$ cat src/hw/rtl/ngl_pkg.sv
package ngl_pkg;

	// Field and state widths
	localparam int SAMPLE_BITS   = 24;
	localparam int THR_BITS      = SAMPLE_BITS - 1;
	localparam int LEVEL_BITS    = 17;
	localparam int LEN_BITS      = 16;
	localparam int GAIN_BITS     = 32;
	localparam int GAIN_FRAC     = 30;
	localparam int LEVEL_SHIFT   = GAIN_FRAC - (LEVEL_BITS - 1);
	localparam int DIFF_BITS     = GAIN_BITS + 1;
	localparam int STEP_BITS     = $clog2(GAIN_BITS);
	localparam int PROD_BITS     = SAMPLE_BITS + 1 + GAIN_BITS - GAIN_FRAC;
	localparam int CFG_IDX_BITS  = 3;
	localparam int CFG_DATA_BITS = 32;

	// Register defaults
	localparam logic [THR_BITS-1:0]   THRESHOLD_RST = THR_BITS'(1 << (SAMPLE_BITS - 2));
	localparam logic [LEVEL_BITS-1:0] LEVEL_RST     = LEVEL_BITS'(13107);
	localparam logic [LEN_BITS-1:0]   ATTACK_RST    = LEN_BITS'(44100);
	localparam logic [LEN_BITS-1:0]   RELEASE_RST   = LEN_BITS'(44100);

	// Register indexes
	localparam logic [CFG_IDX_BITS-1:0] CFG_THRESHOLD = 3'd0;
	localparam logic [CFG_IDX_BITS-1:0] CFG_LEVEL     = 3'd1;
	localparam logic [CFG_IDX_BITS-1:0] CFG_ATTACK    = 3'd2;
	localparam logic [CFG_IDX_BITS-1:0] CFG_RELEASE   = 3'd3;
	localparam logic [CFG_IDX_BITS-1:0] CFG_MONITOR   = 3'd4;
	localparam logic [CFG_IDX_BITS-1:0] CFG_STEREO    = 3'd5;

	typedef struct packed {
		logic signed [SAMPLE_BITS-1:0] sample_left;
		logic signed [SAMPLE_BITS-1:0] sample_right;
	} frame_t;

	typedef struct packed {
		logic signed [SAMPLE_BITS-1:0] out_left;
		logic signed [SAMPLE_BITS-1:0] out_right;
	} result_t;

	// Control for the bit-serial units
	typedef struct packed {
		logic load;
		logic run;
		logic last;
	} ser_ctl_t;

	typedef enum logic [2:0] {
		ST_IDLE,
		ST_MIX,
		ST_CROSS,
		ST_LOAD,
		ST_RUN,
		ST_FIN,
		ST_POST
	} ngl_state_t;

	// Clamp a scaled product into the sample range
	function automatic logic signed [SAMPLE_BITS-1:0] sat_sample(
		input logic signed [PROD_BITS-1:0] v);
		logic signed [SAMPLE_BITS-1:0] r;
		r = v[SAMPLE_BITS-1:0];
		if (v > PROD_BITS'(signed'({1'b0, {(SAMPLE_BITS-1){1'b1}}})))
			r = {1'b0, {(SAMPLE_BITS-1){1'b1}}};
		else if (v < PROD_BITS'(signed'({1'b1, {(SAMPLE_BITS-1){1'b0}}})))
			r = {1'b1, {(SAMPLE_BITS-1){1'b0}}};
		return r;
	endfunction

	// Clamp a grown sum into the gain range
	function automatic logic signed [GAIN_BITS-1:0] sat_gain(
		input logic signed [DIFF_BITS-1:0] v);
		logic signed [GAIN_BITS-1:0] r;
		r = v[GAIN_BITS-1:0];
		if (v[DIFF_BITS-1] != v[GAIN_BITS-1])
			r = v[DIFF_BITS-1] ? {1'b1, {(GAIN_BITS-1){1'b0}}}
			                   : {1'b0, {(GAIN_BITS-1){1'b1}}};
		return r;
	endfunction

endpackage

$ cat src/hw/rtl/ngl_mul.sv
module ngl_mul (
	input  logic                                  clk,
	input  logic                                  arst_n,
	input  ngl_pkg::ser_ctl_t                     ctl,
	input  logic signed [ngl_pkg::SAMPLE_BITS-1:0] sample,
	input  logic signed [ngl_pkg::GAIN_BITS-1:0]   gain,
	output logic signed [ngl_pkg::PROD_BITS-1:0]   prod
);
	import ngl_pkg::*;

	logic signed [SAMPLE_BITS-1:0] samp_q;
	logic signed [SAMPLE_BITS:0]   hi_q;
	logic        [GAIN_BITS-1:0]   lo_q;
	logic signed [SAMPLE_BITS:0]   samp_ext;
	logic signed [SAMPLE_BITS:0]   addend;
	logic signed [SAMPLE_BITS:0]   sum;
	logic                          busy_q;

	// One gain bit per cycle, LSB first; the sign bit weighs negative
	always_comb begin
		samp_ext = {samp_q[SAMPLE_BITS-1], samp_q};
		addend   = ctl.last ? -samp_ext : samp_ext;
		sum      = lo_q[0] ? hi_q + addend : hi_q;
	end

	always_ff @(posedge clk) begin
		if (ctl.load) begin
			samp_q <= sample;
			hi_q   <= '0;
			lo_q   <= gain;
		end else if (ctl.run) begin
			hi_q <= {sum[SAMPLE_BITS], sum[SAMPLE_BITS:1]};
			lo_q <= {sum[0], lo_q[GAIN_BITS-1:1]};
		end
	end

	// Tracks an operation in flight; product is read after the last step
	always_ff @(posedge clk or negedge arst_n) begin
		if (!arst_n)
			busy_q <= 1'b0;
		else if (ctl.load)
			busy_q <= 1'b1;
		else if (ctl.last)
			busy_q <= 1'b0;
	end

	// floor(sample * gain / 2^GAIN_FRAC)
	assign prod = busy_q ? '0 : {hi_q, lo_q[GAIN_BITS-1:GAIN_FRAC]};

endmodule

$ cat src/hw/rtl/ngl_div.sv
module ngl_div (
	input  logic                             clk,
	input  ngl_pkg::ser_ctl_t                ctl,
	input  logic [ngl_pkg::GAIN_BITS-1:0]    dividend,
	input  logic [ngl_pkg::LEN_BITS-1:0]     divisor,
	output logic [ngl_pkg::GAIN_BITS-1:0]    quotient
);
	import ngl_pkg::*;

	logic [LEN_BITS-1:0]  dvs_q;
	logic [LEN_BITS-1:0]  rem_q;
	logic [GAIN_BITS-1:0] quo_q;
	logic [LEN_BITS:0]    trial;
	logic                 ge;
	logic [LEN_BITS:0]    diff;

	// Restoring division, one quotient bit per cycle
	always_comb begin
		trial = {rem_q, quo_q[GAIN_BITS-1]};
		diff  = trial - {1'b0, dvs_q};
		ge    = trial >= {1'b0, dvs_q};
	end

	always_ff @(posedge clk) begin
		if (ctl.load) begin
			dvs_q <= divisor;
			rem_q <= '0;
			quo_q <= dividend;
		end else if (ctl.run) begin
			rem_q <= ge ? diff[LEN_BITS-1:0] : trial[LEN_BITS-1:0];
			quo_q <= {quo_q[GAIN_BITS-2:0], ge};
		end
	end

	assign quotient = quo_q;

endmodule

$ cat src/hw/rtl/noise_gate_linear_ramp.sv
// Channel  | Signals                               | Direction
// frame    | frame_valid, frame_stall, frame       | in (stall out)
// result   | result_valid, result_stall, result    | out (stall in)
// cfg      | cfg_valid, cfg_ready, cfg_index, cfg_data | in (ready out)
//
// A frame goes through the mix, crossing, load, run, finish and post states to its
// result in the output register; the next frame is taken once the state is back in idle.
// The run state does the 32-step bit-serial gain multiply and ramp divide.
// arst_n clears gain, ramp state and the output valid flag; registers take defaults.
// A stalled result holds; while it is held a finished frame waits in its last step.
module noise_gate_linear_ramp (
	input  logic                                clk,
	input  logic                                arst_n,
	input  logic                                frame_valid,
	output logic                                frame_stall,
	input  ngl_pkg::frame_t                     frame,
	output logic                                result_valid,
	input  logic                                result_stall,
	output ngl_pkg::result_t                    result,
	input  logic                                cfg_valid,
	output logic                                cfg_ready,
	input  logic [ngl_pkg::CFG_IDX_BITS-1:0]    cfg_index,
	input  logic [ngl_pkg::CFG_DATA_BITS-1:0]   cfg_data
);
	import ngl_pkg::*;

	// Configuration
	logic [THR_BITS-1:0]   thr_q;
	logic [LEVEL_BITS-1:0] level_q;
	logic [LEN_BITS-1:0]   attack_q;
	logic [LEN_BITS-1:0]   release_q;
	logic                  monitor_q;
	logic                  stereo_q;

	// Gate state
	logic signed [GAIN_BITS-1:0] gain_q;
	logic signed [GAIN_BITS-1:0] step_q;
	logic [LEN_BITS-1:0]         cnt_q;
	logic [LEN_BITS-1:0]         len_q;
	logic [SAMPLE_BITS-1:0]      last_mag_q;

	// Per-frame working registers
	ngl_state_t                  state_q, state_d;
	logic signed [SAMPLE_BITS-1:0] left_q, right_q, mix_q;
	logic                        start_q;
	logic                        open_q;
	logic [LEN_BITS-1:0]         n_q;
	logic [STEP_BITS-1:0]        bit_q;
	result_t                     result_q;
	logic                        out_full_q;

	ser_ctl_t                    ctl;
	logic                        accept;
	logic                        post_fire;
	logic                        out_take;

	logic signed [SAMPLE_BITS:0]   pair_sum;
	logic signed [SAMPLE_BITS-1:0] mix;
	logic [SAMPLE_BITS-1:0]        mag;
	logic [SAMPLE_BITS-1:0]        thr_ext;
	logic                          close_x, open_x;
	logic signed [DIFF_BITS-1:0]   target;
	logic signed [DIFF_BITS-1:0]   diff;
	logic [GAIN_BITS-1:0]          quotient;
	logic signed [DIFF_BITS-1:0]   q_signed;
	logic signed [PROD_BITS-1:0]   prod_l, prod_r;
	logic signed [SAMPLE_BITS-1:0] gated_l, gated_r;
	logic [LEN_BITS-1:0]           cnt_inc;
	result_t                       result_d;

	assign cfg_ready = 1'b1;
	assign accept    = frame_valid && !frame_stall;
	assign out_take  = out_full_q && !result_stall;

	// Next state
	always_comb begin
		state_d = state_q;
		unique case (state_q)
			ST_IDLE:  if (accept) state_d = ST_MIX;
			ST_MIX:   state_d = ST_CROSS;
			ST_CROSS: state_d = ST_LOAD;
			ST_LOAD:  state_d = ST_RUN;
			ST_RUN:   if (bit_q == STEP_BITS'(GAIN_BITS - 1)) state_d = ST_FIN;
			ST_FIN:   state_d = ST_POST;
			ST_POST:  if (!out_full_q || !result_stall) state_d = ST_IDLE;
			default:  state_d = ST_IDLE;
		endcase
	end

	// State outputs
	always_comb begin
		frame_stall = (state_q != ST_IDLE);
		ctl.load    = (state_q == ST_LOAD);
		ctl.run     = (state_q == ST_RUN);
		ctl.last    = (state_q == ST_RUN) && (bit_q == STEP_BITS'(GAIN_BITS - 1));
		post_fire   = (state_q == ST_POST) && (!out_full_q || !result_stall);
	end

	always_ff @(posedge clk or negedge arst_n) begin
		if (!arst_n)
			state_q <= ST_IDLE;
		else
			state_q <= state_d;
	end

	// Register writes
	always_ff @(posedge clk or negedge arst_n) begin
		if (!arst_n) begin
			thr_q     <= THRESHOLD_RST;
			level_q   <= LEVEL_RST;
			attack_q  <= ATTACK_RST;
			release_q <= RELEASE_RST;
			monitor_q <= 1'b0;
			stereo_q  <= 1'b1;
		end else if (cfg_valid && cfg_ready) begin
			unique case (cfg_index)
				CFG_THRESHOLD: thr_q     <= cfg_data[THR_BITS-1:0];
				CFG_LEVEL:     level_q   <= cfg_data[LEVEL_BITS-1:0];
				CFG_ATTACK:    attack_q  <= cfg_data[LEN_BITS-1:0];
				CFG_RELEASE:   release_q <= cfg_data[LEN_BITS-1:0];
				CFG_MONITOR:   monitor_q <= cfg_data[0];
				CFG_STEREO:    stereo_q  <= cfg_data[0];
				default: ;
			endcase
		end
	end

	// Mono mix, magnitude and threshold crossings
	always_comb begin
		pair_sum = {left_q[SAMPLE_BITS-1], left_q} + {right_q[SAMPLE_BITS-1], right_q};
		mix      = stereo_q ? pair_sum[SAMPLE_BITS:1] : left_q;
		mag      = mix_q[SAMPLE_BITS-1] ? (~mix_q) + 1'b1 : mix_q;
		thr_ext  = {1'b0, thr_q};
		close_x  = (mag <= thr_ext) && (last_mag_q > thr_ext);
		open_x   = (mag >= thr_ext) && (last_mag_q < thr_ext);
	end

	// Ramp distance to the target
	always_comb begin
		target = open_q ? DIFF_BITS'(signed'({1'b0, 1'b1, {GAIN_FRAC{1'b0}}}))
		                : DIFF_BITS'(signed'({1'b0, level_q, {LEVEL_SHIFT{1'b0}}}));
		diff   = target - {gain_q[GAIN_BITS-1], gain_q};
	end

	always_ff @(posedge clk) begin
		if (accept) begin
			left_q  <= frame.sample_left;
			right_q <= frame.sample_right;
		end
		if (state_q == ST_MIX)
			mix_q <= mix;
		if (state_q == ST_CROSS) begin
			open_q <= open_x;
			n_q    <= open_x ? (attack_q == '0 ? LEN_BITS'(1) : attack_q)
			                 : (release_q == '0 ? LEN_BITS'(1) : release_q);
		end
	end

	// Serial step counter and crossing flag
	always_ff @(posedge clk or negedge arst_n) begin
		if (!arst_n) begin
			bit_q   <= '0;
			start_q <= 1'b0;
		end else begin
			bit_q <= ctl.run ? bit_q + 1'b1 : '0;
			if (state_q == ST_CROSS)
				start_q <= close_x || open_x;
		end
	end

	ngl_div u_div (
		.clk      (clk),
		.ctl      (ctl),
		.dividend (diff[DIFF_BITS-1] ? GAIN_BITS'(-diff) : diff[GAIN_BITS-1:0]),
		.divisor  (n_q),
		.quotient (quotient)
	);

	ngl_mul u_mul_l (
		.clk    (clk),
		.arst_n (arst_n),
		.ctl    (ctl),
		.sample (left_q),
		.gain   (gain_q),
		.prod   (prod_l)
	);

	ngl_mul u_mul_r (
		.clk    (clk),
		.arst_n (arst_n),
		.ctl    (ctl),
		.sample (right_q),
		.gain   (gain_q),
		.prod   (prod_r)
	);

	// Magnitude of the previous frame
	always_ff @(posedge clk or negedge arst_n) begin
		if (!arst_n)
			last_mag_q <= '0;
		else if (state_q == ST_CROSS)
			last_mag_q <= mag;
	end

	// Sign of the distance, captured with the divider load
	logic                 neg_ld_q;
	always_ff @(posedge clk or negedge arst_n) begin
		if (!arst_n)
			neg_ld_q <= 1'b0;
		else if (ctl.load)
			neg_ld_q <= diff[DIFF_BITS-1];
	end

	// Output selection
	always_comb begin
		q_signed = neg_ld_q ? -DIFF_BITS'(signed'({1'b0, quotient}))
		                    : DIFF_BITS'(signed'({1'b0, quotient}));
		gated_l  = sat_sample(prod_l);
		gated_r  = sat_sample(prod_r);
		cnt_inc  = cnt_q + 1'b1;
		if (monitor_q) begin
			result_d.out_left  = mix_q;
			result_d.out_right = mix_q;
		end else begin
			result_d.out_left  = gated_l;
			result_d.out_right = stereo_q ? gated_r : gated_l;
		end
	end

	// Ramp state: new stage after the divide, gain step at frame end
	always_ff @(posedge clk or negedge arst_n) begin
		if (!arst_n) begin
			gain_q <= '0;
			step_q <= '0;
			cnt_q  <= '0;
			len_q  <= '0;
		end else if (state_q == ST_FIN) begin
			if (start_q) begin
				step_q <= sat_gain(q_signed);
				len_q  <= n_q;
				cnt_q  <= '0;
			end
		end else if (post_fire) begin
			gain_q <= sat_gain({gain_q[GAIN_BITS-1], gain_q} + {step_q[GAIN_BITS-1], step_q});
			if (cnt_inc == len_q) begin
				step_q <= '0;
				cnt_q  <= LEN_BITS'(1);
				len_q  <= '0;
			end else begin
				cnt_q <= cnt_inc;
			end
		end
	end

	// Output register
	always_ff @(posedge clk or negedge arst_n) begin
		if (!arst_n)
			out_full_q <= 1'b0;
		else if (post_fire)
			out_full_q <= 1'b1;
		else if (out_take)
			out_full_q <= 1'b0;
	end

	always_ff @(posedge clk) begin
		if (post_fire)
			result_q <= result_d;
	end

	assign result_valid = out_full_q;
	assign result       = result_q;

`ifndef ASSERT_OFF
	// The quotient is used only after the last serial step
	a_fin_after_last: assert property (@(posedge clk) disable iff (!arst_n)
		(state_q == ST_FIN) |-> $past(ctl.last))
		else $error("divide finished without its last step");

	// An idle ramp never carries a step
	a_idle_ramp: assert property (@(posedge clk) disable iff (!arst_n)
		(len_q == '0) |-> (step_q == '0))
		else $error("gain step left over with no stage");

	// A finished frame lands in the output register
	a_post_lands: assert property (@(posedge clk) disable iff (!arst_n)
		post_fire |=> result_valid)
		else $error("result lost on write");

	// A stalled result stays put
	a_result_holds: assert property (@(posedge clk) disable iff (!arst_n)
		(result_valid && result_stall) |=> (result_valid && $stable(result)))
		else $error("stalled result changed");
`endif

endmodule
$ cat config.mk
export PLATFORM = sky130hd
export DESIGN_NAME = noise_gate_linear_ramp
export DESIGN_NICKNAME = d
export VERILOG_FILES = /design/src/hw/rtl/ngl_pkg.sv /design/src/hw/rtl/ngl_mul.sv /design/src/hw/rtl/ngl_div.sv /design/src/hw/rtl/noise_gate_linear_ramp.sv
export SDC_FILE = /design/constraint.sdc
export NUM_CORES = 1
export LEC_CHECK = 0
export BUFFER_PORTS_ARGS = -buffer_cell sky130_fd_sc_hd__buf_2
export CORE_MARGIN = 2
export CORE_UTILIZATION = 56
export CTS_CLUSTER_DIAMETER = 30
export CTS_CLUSTER_SIZE = 12
export DETAILED_ROUTE_END_ITERATION = 8
export PLACE_DENSITY = 0.79
export SKIP_LAST_GASP = 1
export SYNTH_ARGS = -nofsm -noshare
export SYNTH_HDL_FRONTEND = slang
export SYNTH_HIERARCHICAL = 1
export SYNTH_SLANG_ARGS = --single-unit
$ cat constraint.sdc
create_clock -name clk -period 4.2 [get_ports clk]
set_input_delay 0.63 -clock clk [delete_from_list [all_inputs] [get_ports clk]]
set_output_delay 0.63 -clock clk [all_outputs]
set_load 0.1 [all_outputs]
-- Yosys cells after proc, flatten, opt, wreduce, memory -nomap -nowiden
Index checks and enable logic that the tools add are counted.
- $add $sub $neg: 13
- magnitude comparators: 9
- eq/ne operators: 19
- mux-type cells: 52
- bitwise gates (word level): 2
- reductions and logical operators: 31
- operators by type and width (kind ; number):
    $mux W32 ; 15
    $mux W16 ; 12
    $mux W24 ; 7
    $mux W25 ; 4
    $gt A27 B24 Y1 const B ; 2
    $lt A27 B24 Y1 const B ; 2
    $mux W27 ; 2
    $add A24 B25 Y25 ; 2
    $neg A24 Y25 ; 2
    $mux W48 ; 1
    $add A32 B32 Y33 ; 1
    $mux W33 ; 1
    $neg A32 Y33 ; 1
    $sub A32 B32 Y33 ; 1
    $logic_not A16 Y1 ; 2
    $neg A32 Y32 ; 1
    $mux W31 ; 1
    $add A24 B24 Y25 ; 1
    $add A24 B1 Y24 const B ; 1
    $ge A24 B23 Y1 ; 1
    $gt A24 B23 Y1 ; 1
    $le A24 B23 Y1 ; 1
    $lt A24 B23 Y1 ; 1
    $not A24 Y24 ; 1
    25 further kinds ; 62
- flip-flop bits (word level): 567
- input bits: 88
- output and inout bits: 51
- logic and storage cells: 159

-- Longest topological paths before layout
Gate-level depths: netlist (run 1).
- depth after elaboration: 7
- mapped depth: 20
- mapped depth without buffers: 19

-- Modules after synthesis
The synthesis (run 1) kept the hierarchy.
- by module, submodules not included (module ; instances ; cells an instance ; area each (um2) ; seq. area each (um2)):
    noise_gate_linear_ramp ; 1 ; 2120 ; 21017.7 ; 9271.4
    ngl_mul (u_mul_l) ; 1 ; 502 ; 5083.6 ; 2187.1
    ngl_mul (u_mul_r) ; 1 ; 479 ; 5051.1 ; 2187.1
    ngl_div ; 1 ; 308 ; 3485.8 ; 1761.7

-- Worst setup path before layout (run 1)
Ideal clock, no wire load.
- path kind: reg2reg
- from: register mix_q[8]
- to: register n_q[10], data pin
- library setup time: 0.260 ns
- arrival: 3.985 ns
- required time: 3.940 ns
- setup slack: -0.045 ns
- cell stages (with the launch flop): 17
- path buffers: 1
- period minus slack after synthesis: 4.245 ns
- path through: edfxtp_1 or4_1 nor4_1 nand2b_1 or2_2 o41ai_1 xnor2_1 ha_1 a21o_1 a21oi_1 nor2b_1 o21ai_0 nand2b_1 a221oi_1 a21oi_1 buf_2 mux2_2
- longest elaborated chain between the ends: 6
- RTL lines (item ; line ; RTL):
    start: declaration ; noise_gate_linear_ramp.sv:44 ; logic signed [SAMPLE_BITS-1:0] left_q, right_q, mix_q;
    start signal: assignment ; noise_gate_linear_ramp.sv:151 ; mix_q <= mix;
    $not A24 Y24 ; noise_gate_linear_ramp.sv:132 ; mag = mix_q[SAMPLE_BITS-1] ? (~mix_q) + 1'b1 : mix_q;
    $add A24 B1 Y24 ; noise_gate_linear_ramp.sv:132 ;
    $mux W24 ; noise_gate_linear_ramp.sv:132 ;
    via mag[18] ; noise_gate_linear_ramp.sv:59 ; logic [SAMPLE_BITS-1:0] mag;
    $ge A24 B23 Y1 ; noise_gate_linear_ramp.sv:135 ; open_x = (mag >= thr_ext) && (last_mag_q < thr_ext);
    $logic_and A1 B1 Y1 ; noise_gate_linear_ramp.sv:135 ;
    via open_x ; noise_gate_linear_ramp.sv:61 ; logic close_x, open_x;
    $mux W16 ; noise_gate_linear_ramp.sv:154 ; n_q <= open_x ? (attack_q == '0 ? LEN_BITS'(1) : attack_q)
    end signal: assignment ; noise_gate_linear_ramp.sv:154 ;
    end: declaration ; noise_gate_linear_ramp.sv:47 ; logic [LEN_BITS-1:0] n_q;
The timed path passes the listed nets, and every way through them passes these cells.
A chain may end at the register's enable or synchronous reset.

-- Worst setup path after layout (run 1)
- from: register mix_q[9]
- to: register n_q[12], data pin
- longest elaborated chain between the ends: 6
- RTL lines (item ; line):
    $not A24 Y24 ; noise_gate_linear_ramp.sv:132
    $add A24 B1 Y24 ; noise_gate_linear_ramp.sv:132
    $mux W24 ; noise_gate_linear_ramp.sv:132
    via mag[18] ; noise_gate_linear_ramp.sv:59
    $ge A24 B23 Y1 ; noise_gate_linear_ramp.sv:135
    $logic_and A1 B1 Y1 ; noise_gate_linear_ramp.sv:135
    $mux W16 ; noise_gate_linear_ramp.sv:154
The timed path passes the listed nets, and every way through them passes these cells.

==> results of run 1 <==
## worst paths after layout
| kind | from | endpoint | depth (start not counted) |
|---|---|---|---|
| setup reg to reg | mix_q[9]$_DFFE_PN_ | n_q[12]$_DFFE_PP_ | 18 |
| max in group asynchronous | arst_n | gain_q[6]$_DFFE_PN0P_ | 2 |
| min in group clk | frame[42] | left_q[18]$_DFFE_PP_ | 1 |
| hold / removal | arst_n | gain_q[8]$_DFFE_PN0P_ | 1 |
| setup / recovery | mix_q[9]$_DFFE_PN_ | n_q[12]$_DFFE_PP_ | 18 |
| hold reg to reg | bit_q[0]$_DFF_PN0_ | bit_q[0]$_DFF_PN0_ | 1 |
## kinds of logic after synthesis
| family | Yosys count | share of synthesized area |
|---|---|---|
| AOI/OAI and AO/OA | 885 | 0.164 |
| and+or+nand+nor | 937 | 0.132 |
| adders and majority gates | 223 | 0.0802 |
| buffers and inverters | 282 | 0.0321 |
| other | 1 | 0.000108 |
| DFF | 568 | 0.445 |
| xor gates and xnor gates | 272 | 0.0688 |
| muxes | 241 | 0.0772 |
## sequential cells by signal (all words and copies together) (netlist names), 23 cells and up
register	count
gain_q	32
last_mag_q	24
left_q	24
mix_q	24
result	48
right_q	24
step_q	32
thr_q	23
u_div/quotient	32
u_mul_l/hi_q	24
u_mul_l/lo_q	32
u_mul_l/samp_q	24
u_mul_r/hi_q	24
u_mul_r/lo_q	32
u_mul_r/samp_q	24
## Yosys cell counts (all sizes together) (12+ instances only)
master | number | area [um2]
nor2b | 85 | 532
and2 | 13 | 81.3
dfrtp | 185 | 4630
o21bai | 12 | 90.1
ha | 198 | 2480
or2 | 20 | 125
clkbuf | 129 | 494
o21ai | 283 | 1420
nand4 | 42 | 263
maj3 | 20 | 200
o31ai | 42 | 343
a22o | 32 | 280
o22ai | 25 | 156
xor2 | 90 | 788
and3 | 28 | 175
nor2 | 196 | 736
inv | 128 | 480
or4 | 16 | 143
xnor2 | 182 | 1590
o311ai | 26 | 228
a21o | 82 | 616
nand2b | 39 | 244
a31oi | 25 | 178
mux2i | 39 | 390
edfxtp | 297 | 8920
nand2 | 337 | 1270
o41ai | 26 | 243
dfxtp | 64 | 1280
nor3 | 32 | 160
mux2 | 202 | 2280
a211oi | 46 | 345
buf | 24 | 134
nor4 | 26 | 196
o211ai | 19 | 143
a21oi | 183 | 923
or3 | 29 | 193
o21a | 14 | 105
nand3 | 47 | 235
dfstp | 22 | 578
## layout make-up
class | instances | area share
inverter | 129 | 0.0115
tap | 790 | 0.0236
clock buffer | 161 | 0.0839
timing repair buffer | 283 | 0.0466
sequential | 568 | 0.367
clock inverter | 81 | 0.0263
multi-input combinational | 2559 | 0.441
## metal layers
layer,wire length (um),track usage,vias up,share of wire
li1,-,-,13100,-
met1,38900,0.373,13600,0.41
met2,46000,0.491,1146,0.48
met3,6000,0.0487,254,0.063
met4,4830,0.164,0,0.050
met5,0,0,-,0
## power by group through the flow
| stage | registers [mW] | clock network, mW | logic (mW) |
|---|---|---|---|
| CTS | 9.54 | 10.7 | 15.1 |
| detailed placement | 9.57 | 0 | 14.9 |
| floorplan | 9.56 | 0 | 10.6 |
| finish | 9.59 | 10.6 | 15.7 |
| global placement | 9.52 | 0 | 14.6 |
| global route | 9.77 | 11.0 | 17.0 |
## metrics by stage
stage | setup WS, ps | area (um2) | utilization
2_1_floorplan | 2.33 | 34600 | -
3_3_place_gp | -225 | 36900 | 0.600
3_5_place_dp | -300 | 36900 | 0.600
4_1_cts | 0.485 | 41600 | 0.677
5_1_grt | -224 | 42000 | 0.682
6_report | -74.8 | 42000 | 0.682
## timing repair
action	in CTS	in global routing
pin swaps	4	25
gates cloned	0	2
hold buffers	0	0
setup endpoints to repair	21	34
buffers inserted	0	9
gates resized for setup	18	44
==> results.toml, run 1 <==
[floorplanning]
die_w_um = 253
die_y_um = 253
num_io_pins = 139
dieArea_um2 = 63900
core-area_um2 = 61500
start_util = 0.563
rows = 91

[sta]
hold_viol_final = 17
tightest_slew_ps = 1320
whs_ps = -65.8
finalMaxSlewViolations = 0
max-slew-margin-rel = 0.118
worst_slack_ps = -74.8
finalSetupViolCount = 15
setup-tns-final_ps = -507
fin_crit_sh = 1.02
fin_crit_ps = 4270
skew_ps = 30.8
fmax_mhz = 234
rsz0062_at_grt = "true"

[drt]
drt_iter0_drc = 2491
via_per_inst = 6.16
drc = 0
first_pass_iters = 6
wl_per_cell_um = 20.9
vias = 28200
antenna_left = 0
routed_wl_um = 95800

[grt]
grt_pass1_vias = 27500
grt_usage = 0.297
overflow = 0
antenna_found_initial = 0
grt_max_degree = 107
grt_pass1_wl_um = 149000

[pwr]
ir_worst_vdd_mv = 0.805
pwr-share-comb = 0.438
power_density_nw_per_um2 = 855
swShare = 0.391
power.net_switching_mw = 14.0
p_leak_nw = 17.1
clockPowerShare = 0.295
p_int_mw = 21.8
power_frac_seq = 0.267
power_mw = 35.9

[synthesis]
netlist_instances = 3409
synth_nets = 3700
yosysSeqAreaShare = 0.445
ys_types = 102
async_reset_ff_frac = 0.364
avgSynthCellArea_um2 = 10.2
synth_edf_count = 297
synth_seq_cells = 568
ys_warn_count = 6
synth.cell_area_um2 = 34600
ys.flop_type = "edfxtp_1"

[setup_path]
critPathTopFamily = "simple AND/OR/NAND/NOR gates"
path_cells = "or4_4, nor4_4, buf_4, nand2b_4, or2_4, o41ai_4, xnor2_2, ha_1, a21o_1, a21oi_2, nor2b_1, o21ai_1, nand2b_1, a221oi_2, buf_4, a21oi_4, clkbuf_16, mux2_2"
rrSetupSlack_ps = -70
crit_type = "flop to flop"
cp_slowest_cell = "or4_4"
worstPathMaxFanout = 8
critPathMaxStageDelay_ps = 610
critPathBufInv = 3
cp.required_ps = 4670
cp-end-kind = "flop"
crit_arrival_ps = 4740
crit_path_frequent_cell = "buf_4"
cp-start-kind = "flop"

[clocking]
cts_sinks = 568
clk_pin_slew_ps = 50
cts_tree = "done"
cts_buffers = 130
clockBufferDepth = 3
root_buffer = "clkbuf_16"
cts-htree-levels = 4
clk-insertion-delay-late_ps = 730

[worst_hold_path]
min_path_type = "input port to async pin"

[run]
maxCapViolCount = 0

[status]
violations = "negative hold slack, negative setup slack"
status = "finished, violations left"

[placement]
globalplace.congestion = 0.971
io_buffers = 128
dp_cells = 4318
place_hpwl_um = 65600

[finish]
nets = 3962
area_delta_synth_final_pct = 21.1
final_cell_mix = "nand2_1, edfxtp_1, o21ai_0"
multi_input_area_um2 = 18500
post_route_cells_drive_above_1_share = 0.222
final_cells = 4571
fill_cells = 4381
diodes = 0
seq_area_um2 = 15400
final_common_cell = "nand2_1"
(Power assumes the default switching activity.)
==> inputs of run 2 (changes only) <==
--- a/config.mk
+++ b/config.mk
@@ -6,12 +6,14 @@
 export NUM_CORES = 1
 export LEC_CHECK = 0
 export BUFFER_PORTS_ARGS = -buffer_cell sky130_fd_sc_hd__buf_2
+export CELL_PAD_IN_SITES_DETAIL_PLACEMENT = 1
+export CELL_PAD_IN_SITES_GLOBAL_PLACEMENT = 1
 export CORE_MARGIN = 2
-export CORE_UTILIZATION = 56
+export CORE_UTILIZATION = 50
 export CTS_CLUSTER_DIAMETER = 30
 export CTS_CLUSTER_SIZE = 12
 export DETAILED_ROUTE_END_ITERATION = 8
-export PLACE_DENSITY = 0.79
+export PLACE_DENSITY = 0.84
 export SKIP_LAST_GASP = 1
 export SYNTH_ARGS = -nofsm -noshare
 export SYNTH_HDL_FRONTEND = slang
==> constraint.sdc (replaced) <==
create_clock -name clk -period 4.9 [get_ports clk]
set_input_delay 0.735 -clock clk [delete_from_list [all_inputs] [get_ports clk]]
set_output_delay 0.735 -clock clk [all_outputs]
set_load 0.1 [all_outputs]
==> run 2 against run 1 <==
The run now ends clean. Clock power fell by 21%. Cell count rose by 0.57%. Via count rose by 3.0%. Maximum frequency fell by 9.1%. Critical path type unchanged.
==> results.toml, run 2 (synthesis results as in run 1) <==
[setup_path]
path_cells = "inv_1, ha_1, nand2b_1, nand2b_1, or2_2, nand2b_1, or2_2, o41ai_2, xnor2_1, ha_1, a21o_1, a21oi_1, nor2b_1, o21ai_0, nand2b_1, a221oi_2, a21oi_1, buf_6, mux2_2"
critPathMaxStageDelay_ps = 450
crit_arrival_ps = 5140
critPathTopFamily = "compound AO/OA/AOI/OAI gates"
cp-end-kind = "flop"
crit_path_frequent_cell = "nand2b_1"
critPathBufInv = 2
cp-start-kind = "flop"
worstPathMaxFanout = 17
cp.required_ps = 5340
cp_slowest_cell = "edfxtp_1"
crit_type = "flop to flop"
rr_startpoint = "mix_q[0]$_DFFE_PN_"
rrSetupSlack_ps = 200
r2r_cells = 19
timing.rr.end = "n_q[7]$_DFFE_PP_"

[floorplanning]
dieArea_um2 = 71400
start_util = 0.505
die_w_um = 267
die_y_um = 267
rows = 96
core-area_um2 = 68600
num_io_pins = 139

[sta]
skew_ps = 34.5
hold_viol_final = 0
setup-tns-final_ps = 0
finalMaxSlewViolations = 0
finalSetupViolCount = 0
fmax_mhz = 213
tightest_slew_ps = 1320
fin_crit_ps = 4700
rsz0062_at_grt = "false"
fin_crit_sh = 0.960
max-slew-margin-rel = 0.121

[grt]
grt_pass1_vias = 30900
antenna_found_initial = 3
grt_max_degree = 85
grt_usage = 0.332
grt_pass1_wl_um = 184000
overflow = 0

[pwr]
power_density_nw_per_um2 = 748
clockPowerShare = 0.277
p_int_mw = 17.5
power_frac_seq = 0.281
power.net_switching_mw = 12.9
swShare = 0.425
pwr-share-comb = 0.442
p_leak_nw = 16.3
ir_worst_vdd_mv = 0.440

[finish]
nets = 3849
largest_reg_flops = 48
multi_input_area_um2 = 18200
post_route_cells_drive_above_1_share = 0.189
final_common_cell = "nand2_1"
final_cell_mix = "nand2_1, edfxtp_1, o21ai_0"
fill_cells = 7295
final_core_util = 0.592
seq_area_um2 = 15400
area_delta_synth_final_pct = 17.1

[drt]
drt_iter0_drc = 2451
vias = 29000
via_per_inst = 6.31
routed_wl_um = 119000
wl_per_cell_um = 26.0
antenna_left = 0
first_pass_iters = 5
drc = 0

[clocking]
clk_pin_slew_ps = 50
cts_tree = "done"
root_buffer = "clkbuf_16"
clk-insertion-delay-late_ps = 700
cts_sinks = 568
clockBufferDepth = 3
cts_buffers = 119
ctsHoldBuffers = 0
cts-htree-levels = 3

[placement]
globalplace.congestion = 0.964
place_hpwl_um = 77000
io_buffers = 128

[worst_hold_path]
min_path_type = "input port to async pin"

[run]
maxCapViolCount = 0

[status]
status = "finished, final reports clean"
## run 2: timing repair
action,CTS,global route
pin swaps,0,1
endpoints found under the setup margin,16,20
buffers inserted,0,1
gates resized for setup,2,9
## run 2: metal layers
layer / share of wire / GRT usage / up-vias
li1: - / - / 12900
met1: 0.40 / 0.404 / 14600
met2: 0.48 / 0.557 / 1170
met3: 0.061 / 0.0559 / 407
met4: 0.062 / 0.196 / 6
met5: 0.00038 / 0 / -
## run 2: area by class of cell
class	instances	area share
diodes	2	0.000123
clock buffers	135	0.0774
clock inverters	92	0.0256
inverters	129	0.0119
multi-input cells	2559	0.450
flip-flops and latches	568	0.380
well taps	931	0.0287
repair buffers	181	0.0268
## run 2: worst max-delay path by stage
stage	end	cells past startpoint	startpoint
final	n_q[7]$_DFFE_PP_	19	mix_q[0]$_DFFE_PN_
after detailed placement	u_mul_r/hi_q[23]$_SDFFE_PP0P_	13	bit_q[0]$_DFF_PN0_
after CTS	n_q[5]$_DFFE_PP_	16	mix_q[10]$_DFFE_PN_
after global placement	u_mul_r/hi_q[23]$_SDFFE_PP0P_	13	u_mul_r/samp_q[4]$_DFFE_PP_
after floorplan	n_q[10]$_DFFE_PP_	16	mix_q[8]$_DFFE_PN_
after global routing	n_q[7]$_DFFE_PP_	17	mix_q[2]$_DFFE_PN_
## run 2: power groups by stage
stage	clock network [mW]	registers [mW]	logic, mW
CTS	8.46	8.45	13.2
finish	8.41	8.52	13.4
global placement	0	8.32	12.0
global route	8.67	8.63	14.5
floorplan	0	8.20	9.11
detailed placement	0	8.43	12.5
## run 2: metrics by stage
stage          cell area (um2)  cells  setup WS, ps  hold slack [ps]  power [mW]
6_report                 40600   4597           196             59.8        30.4
5_1_grt                  40600   4595          15.0             83.1        31.8
4_1_cts                  40500   4593          18.9             56.2        30.1
3_5_place_dp             36300   4366           233              443        20.9
3_3_place_gp             36300   4366           350              448        20.4
2_1_floorplan            34600   3409           655              426        17.3
